### config.mk
export PLATFORM = sky130hd
export DESIGN_NAME = gca_ctrl
export DESIGN_NICKNAME = d
export VERILOG_FILES = /design/src/sv/gca_pkg.sv /design/src/sv/gca_ctrl.sv
export SDC_FILE = /design/constraint.sdc
export NUM_CORES = 1
export LEC_CHECK = 0
export ABC_AREA = 0
export BUFFER_PORTS_ARGS = -buffer_cell sky130_fd_sc_hd__buf_2
export CORE_MARGIN = 1
export CORE_UTILIZATION = 30
export CTS_CLUSTER_DIAMETER = 80
export DETAILED_ROUTE_END_ITERATION = 10
export GPL_TIMING_DRIVEN = 0
export PLACE_DENSITY = 0.58
export SLEW_MARGIN = 25
export SYNTH_ARGS = -nofsm -noshare
export SYNTH_HDL_FRONTEND = slang
export SYNTH_SLANG_ARGS = --single-unit
### constraint.sdc
create_clock -name clock -period 1.2 [get_ports clock]
set_input_delay 0.12 -clock clock [delete_from_list [all_inputs] [get_ports clock]]
set_output_delay 0.12 -clock clock [all_outputs]
set_load 0.01 [all_outputs]
### src/sv/gca_pkg.sv
// Shared types, constants and command/status structs of the greedy channel assigner.
`timescale 1ns / 1ps

package gca_pkg;

   localparam int NUM_ARMS_DEF = 4;
   localparam int NUM_REGS     = 4;
   localparam int REG_IDX_W    = 2;
   localparam int ARM_IDX_W    = 3;
   localparam int PROB_W       = 16;
   localparam int REW_W        = 16;
   localparam int IDLE_W       = 17;
   localparam int LOAD_W       = 24;
   localparam int OUT_W        = 19;
   localparam int SCORE_W      = 59;
   localparam int REQ_TDATA_W  = 16;
   localparam int RSP_TDATA_W  = 24;
   localparam int DIV_STEPS    = 24;
   localparam int DIV_CNT_W    = 5;

   localparam logic [IDLE_W-1:0] ONE_Q16  = 17'd65536;
   localparam logic [LOAD_W-1:0] LOAD_MAX = 24'hFFFFFF;
   localparam logic [OUT_W-1:0]  OUT_MAX  = 19'h7FFFF;

   typedef enum logic [3:0] {
      OP_NONE,
      OP_LOAD,
      OP_SCORE_A,
      OP_SCORE_B,
      OP_CMP,
      OP_SINGLE_A,
      OP_SINGLE_B,
      OP_SINGLE_W,
      OP_IDLE_W,
      OP_LOAD_W,
      OP_SUM,
      OP_EMIT
   } op_type;

   typedef enum logic [3:0] {
      ST_IDLE,
      ST_SCORE_A,
      ST_SCORE_B,
      ST_CMP,
      ST_SINGLE_A,
      ST_SINGLE_B,
      ST_SINGLE_W,
      ST_IDLE_W,
      ST_DIV_WAIT,
      ST_SUM,
      ST_EMIT
   } state_type;

   typedef struct packed {
      op_type               op;
      logic [ARM_IDX_W-1:0] arm;
   } cmd_type;

   typedef struct packed {
      logic div_done;
      logic last;
      logic out_free;
   } sts_type;

endpackage

### src/sv/gca_ctrl.sv
// Controller: sequences scan, update, divide wait, summation and result hand-off.
`timescale 1ns / 1ps

module gca_ctrl #(
   parameter int NUM_ARMS = gca_pkg::NUM_ARMS_DEF
) (
   input  logic              clock,
   input  logic              reset,
   input  logic              in_valid,
   output logic              in_ready,
   input  gca_pkg::sts_type  sts,
   output gca_pkg::cmd_type  cmd
);

   localparam int ARM_W = $clog2(NUM_ARMS);

   gca_pkg::state_type state_ff, state_in;
   logic [ARM_W-1:0]   cnt_ff, cnt_in;
   logic               cnt_end;

   always_ff @(posedge clock) begin
      if (reset) begin
         state_ff <= gca_pkg::ST_IDLE;
         cnt_ff   <= '0;
      end else begin
         state_ff <= state_in;
         cnt_ff   <= cnt_in;
      end
   end

   always_comb begin
      state_in = state_ff;
      cnt_in   = cnt_ff;
      cnt_end  = (cnt_ff == ARM_W'(NUM_ARMS - 1));
      in_ready = 1'b0;
      cmd.op   = gca_pkg::OP_NONE;
      cmd.arm  = gca_pkg::ARM_IDX_W'(cnt_ff);
      case (state_ff)
         gca_pkg::ST_IDLE: begin
            in_ready = 1'b1;
            if (in_valid) begin
               cmd.op   = gca_pkg::OP_LOAD;
               cnt_in   = '0;
               state_in = gca_pkg::ST_SCORE_A;
            end
         end
         gca_pkg::ST_SCORE_A: begin
            cmd.op   = gca_pkg::OP_SCORE_A;
            state_in = gca_pkg::ST_SCORE_B;
         end
         gca_pkg::ST_SCORE_B: begin
            cmd.op   = gca_pkg::OP_SCORE_B;
            state_in = gca_pkg::ST_CMP;
         end
         gca_pkg::ST_CMP: begin
            cmd.op = gca_pkg::OP_CMP;
            if (cnt_end) begin
               state_in = gca_pkg::ST_SINGLE_A;
            end else begin
               cnt_in   = cnt_ff + 1'b1;
               state_in = gca_pkg::ST_SCORE_A;
            end
         end
         gca_pkg::ST_SINGLE_A: begin
            cmd.op   = gca_pkg::OP_SINGLE_A;
            state_in = gca_pkg::ST_SINGLE_B;
         end
         gca_pkg::ST_SINGLE_B: begin
            cmd.op   = gca_pkg::OP_SINGLE_B;
            state_in = gca_pkg::ST_SINGLE_W;
         end
         gca_pkg::ST_SINGLE_W: begin
            cmd.op   = gca_pkg::OP_SINGLE_W;
            state_in = gca_pkg::ST_IDLE_W;
         end
         gca_pkg::ST_IDLE_W: begin
            cmd.op   = gca_pkg::OP_IDLE_W;
            state_in = gca_pkg::ST_DIV_WAIT;
         end
         gca_pkg::ST_DIV_WAIT: begin
            if (sts.div_done) begin
               cmd.op = gca_pkg::OP_LOAD_W;
               cnt_in = '0;
               state_in = sts.last ? gca_pkg::ST_SUM : gca_pkg::ST_EMIT;
            end
         end
         gca_pkg::ST_SUM: begin
            cmd.op = gca_pkg::OP_SUM;
            if (cnt_end) begin
               state_in = gca_pkg::ST_EMIT;
            end else begin
               cnt_in = cnt_ff + 1'b1;
            end
         end
         gca_pkg::ST_EMIT: begin
            if (sts.out_free) begin
               cmd.op   = gca_pkg::OP_EMIT;
               state_in = gca_pkg::ST_IDLE;
            end
         end
         default: begin
            state_in = gca_pkg::ST_IDLE;
         end
      endcase
   end

endmodule

---- Word level (Yosys, flattened, before mapping) ----
Index checks and enable logic that the tools add are counted.
word-level totals
  register bits ........................... 6
  bits in latches ......................... 0
  bits in writable memories ............... 0
  bits in read-only memories .............. 0
  output and inout port bits .............. 8
  memories ................................ 0
cells by class
  add/subtract/negate cells ............... 1
  multiply operators ...................... 0
  divide/modulo/power cells ............... 0
  order comparisons ....................... 0
  equality and inequality tests ........... 16
  shifts and indexed selects .............. 0
  mux-type cells .......................... 16
  bitwise logic cells ..................... 0
  reduce and logical (&&, ||, !) cells .... 5
operator list
  operator                                                               count
  4-bit case mux with 11 select lines                                    2
  4-bit 2-to-1 mux                                                       6
  4-bit by 3-bit equality test with 1-bit output, second input constant  4
  4-bit equality test, second input constant                             3
  2-bit != test, second input constant                                   5
  4-bit by 2-bit equality test with 1-bit output, second input constant  2
  2-bit 2-to-1 mux                                                       4
  4-bit AND reduction                                                    2
  2-bit case mux with 3 select lines                                     1
  4-bit by 1-bit equality test with 1-bit output, second input constant  1
  4-bit logical NOT                                                      1
  3-bit 2-to-1 mux                                                       1
  3-bit nonzero test                                                     1
  2-bit by 1-bit adder with 2-bit output, second input constant          1
  2-bit equality test, second input constant                             1
  1-bit 2-to-1 mux                                                       2
  2-bit OR reduction                                                     1

---- Depth between registers and ports, before layout ----
  depth in word-level cells ............... 4
  depth in mapped cells ................... 6
  gate-level depth less buffers ........... 5

---- Worst setup path after synthesis ----
Ideal clock, no wire load.
  path type ............................... register to output
  from .................................... register state_ff[1]
  to ...................................... output cmd[6] in the netlist's numbering
  arrival time ............................ 1.191 ns
  setup slack ............................. -0.111 ns
  stages on the path, launching flop included .. 6
  cells stage by stage .................... dfxtp_1 buf_2 buf_2 nor2b_1 a21oi_1 o21ai_0
RTL lines
  element                 RTL line        RTL
  start, declared         gca_ctrl.sv:17  gca_pkg::state_type state_ff, state_in;
  start signal, assigned  gca_ctrl.sv:23  state_ff <= gca_pkg::ST_IDLE;
  start signal, assigned  gca_ctrl.sv:26  state_ff <= state_in;
  end, declared           gca_ctrl.sv:12  output gca_pkg::cmd_type cmd

==> reports/qor.txt <==
status = finished, violations left
failing checks = negative setup slack
drt pass-1 iters = 4
Post-synth EDFFs = 0
via count = 693
combinational share of power = 0.458
flops & latches, synth = 6
Place WS = -116 ps
reg2reg path depth = 5
initial antenna violation count = 0
Hold Fails Final Rpt = 0
total internal power = 494 µW
Net Sw Frac = 0.348
Yosys cell types = 34
total nets after synthesis = 81
clock root buffer = clkbuf_4
Starting DRT DRC Count = 11
# IOs = 14
Psw = 264 µW
Total GRT Usage = 0.165
Tmin final = 1400 ps
die footprint = 0.00211 mm²
share of cells above drive strength 1 = 0.701
average wire per standard cell = 15.0 µm
unrepaired setup endpoints after global routing = true
Final HPWL DP = 979 µm
Setup TNS Final = -822 ps
cts hold-fix bufs = 0
Final #Nets = 116
Port Buffers = 12
Worst Skew = 7.89 ps
pwr/cell area = 724 mW/mm²
Post-synth ARST share = 0
# diodes = 0
overall power = 758 µW
mux cell area share after synthesis = 0.0518
Starting Density = 0.328
vias in the first global route = 542
ys flop type = dfxtp_1
Hold Path Class = input port to flip-flop
Cells after Synth = 74
Pins Over Slew Limit = 0
HP Start = reset
Worst Setup Slack, final = -201 ps
signal arrival time at the worst endpoint = 1280 ps
final wirelength = 1990 µm
CTS sink count = 6
share of power burned in registers = 0.290
reg2reg setup slack = -50 ps
Leak = 0.000423 µW
placed insts = 111
Reg2Reg Launch Point = cnt_ff[0]$_SDFFE_PP0P_
DIE WIDTH = 45.9 µm
Clk network pwr share = 0.252
Setup CP Type = flip-flop to primary output
TritonCTS Buffers = 3
Routed Antenna Nets = 0
hold depth = 2
setup violators final = 9
Max rail drop VDD = 0.488 mV
final std cells w/o fill = 132
Seq/Total Area, Yosys = 0.207
Clk Latency, worst-skew pair = 250 ps
area grow syn2layout = 80.6%
total core area = 0.00176 mm²
CP max FO = 8
pin count of the biggest net entering global routing = 11
CP Launch Type = flip-flop
Worst Hold Path EP = state_ff[1]$_SDFFE_PP0P_
critical path data required time = 1080 ps
CTS Buffer Depth = 2
Placer Congestion = 0.774
period utilization = 1.17
Simple-Gate Fraction of Synth Area = 0.335
f_max = 714 MHz
RR Endpoint = cnt_ff[0]$_SDFFE_PP0P_
synthesized area per cell = 7.83 µm²
Compound-Gate Fraction of Synth Area = 0.272
CP Capture Type = primary output
Cell Rows = 15
Via-to-Cell Ratio = 5.25
synthesized area = 579 µm²
H-Tree Level Count = 1
global-route wire length before repair = 2490 µm
Die Ht = 45.9 µm
max-cap check violation count = 0
Post-Synth Adder-Cell Area = 0.0216
post-synthesis xor/xnor area fraction = 0.0151
Ys Warns = 0
grt ovf = 0
largest family of logic cells by synthesized area = simple AND/OR/NAND/NOR gates
Worst-path clk slew = 50 ps
residual DRC count = 0
CTS tree = done
==> cell usage after synthesis (all sizes together), types with 2 or more instances <==
library cell | instances | share of area
inv | 2 | 0.013
dfxtp | 6 | 0.21
nand2b | 6 | 0.065
nand2 | 5 | 0.032
mux2i | 3 | 0.052
nor2b | 4 | 0.043
o21ai | 4 | 0.035
buf | 6 | 0.078
nor2 | 7 | 0.058
nor4 | 2 | 0.022
nor3 | 4 | 0.035
a21oi | 8 | 0.069
==> cell families (layout without fill, tap and decap cells) <==
kind of cell | after synthesis | count (layout)
AO/OA/AOI/OAI | 20 | 20
flip-flops | 6 | 6
adder cells (fa/ha/maj) | 1 | 1
XOR/XNOR | 1 | 1
AND/OR/NAND/NOR | 34 | 34
buffers and inverters | 8 | 41
multiplexers | 3 | 3
other | 1 | 1
==> per-stage QoR <==
| stage | area (µm²) | hold slack, ps | utilization |
|---|---|---|---|
| floorplan | 597 | 189 | - |
| global placement | 688 | 380 | 0.390 |
| detailed placement | 688 | 391 | 0.390 |
| CTS | 855 | 117 | 0.484 |
| global route | 1050 | 135 | 0.593 |
| finish | 1050 | 121 | 0.593 |
==> state kept, by name (all words and copies together), names as in the netlist <==
| register | cells |
|---|---|
| cnt_ff | 2 |
| state_ff | 4 |
==> per-layer routing <==
layer	track usage	vias to the layer above	share of wire
li1	-	334	-
met1	0.228	339	0.44
met2	0.245	16	0.52
met3	0.0357	4	0.032
met4	0.0647	0	0.015
met5	0	-	0
==> final cells by class <==
class | count | area, µm²
Multi-Input combinational cell | 60 | 551
Sequential cell | 6 | 140
Tap cell | 25 | 31.3
Timing Repair Buffer | 31 | 229
Fill cell | 154 | 718
Clock buffer | 3 | 22.5
Inverter | 2 | 7.51
Buffer | 5 | 65.1
==> power groups by stage <==
stage / Clock [µW] / Sequential [µW] / Combinational [µW]
2_1_floorplan: 0 / 224 / 156
3_3_place_gp: 0 / 227 / 208
3_5_place_dp: 0 / 227 / 211
4_1_cts: 190 / 217 / 282
5_1_grt: 203 / 220 / 367
6_report: 191 / 220 / 347
==> how the worst max path moves through the flow <==
stage	startpoint	end	slack, ps
after floorplan	cnt_ff[0]$_SDFFE_PP0P_	cnt_ff[0]$_SDFFE_PP0P_	4
final	state_ff[3]$_SDFFE_PP0P_	cmd[3]	-200
after global placement	state_ff[3]$_SDFFE_PP0P_	state_ff[1]$_SDFFE_PP0P_	-110
after global routing	state_ff[3]$_SDFFE_PP0P_	cmd[6]	-260
after CTS	state_ff[1]$_SDFFE_PP0P_	cmd[3]	-200
after detailed placement	state_ff[1]$_SDFFE_PP0P_	cmd[6]	-120
==> placed cells by master (no fill, tap or decap), drive strengths merged, types with 2 or more instances in the layout <==
cell    count
clkbuf      4
mux2i       3
dfxtp       6
inv         2
nand2b      6
nor4        2
nand2       5
o21ai       4
nor2b       4
nor2        7
a21oi       8
buf        35
nor3        4
==> worst max-delay path, cell delays in order (launching register included) <==
cell and delay (ps):
dfxtp_4 370, buf_12 140, nor3_4 140, a21oi_1 50
o211a_1 200, buf_2 130
==> timing repair <==
| item | in CTS | in global routing |
|---|---|---|
| cloned | 2 | 1 |
| pin swaps | 7 | 13 |
| setup buffers | 8 | 9 |
| gates resized for setup | 23 | 27 |
| setup endpoints to repair | 10 | 11 |
Note: power is estimated with default switching activity, not from simulation.
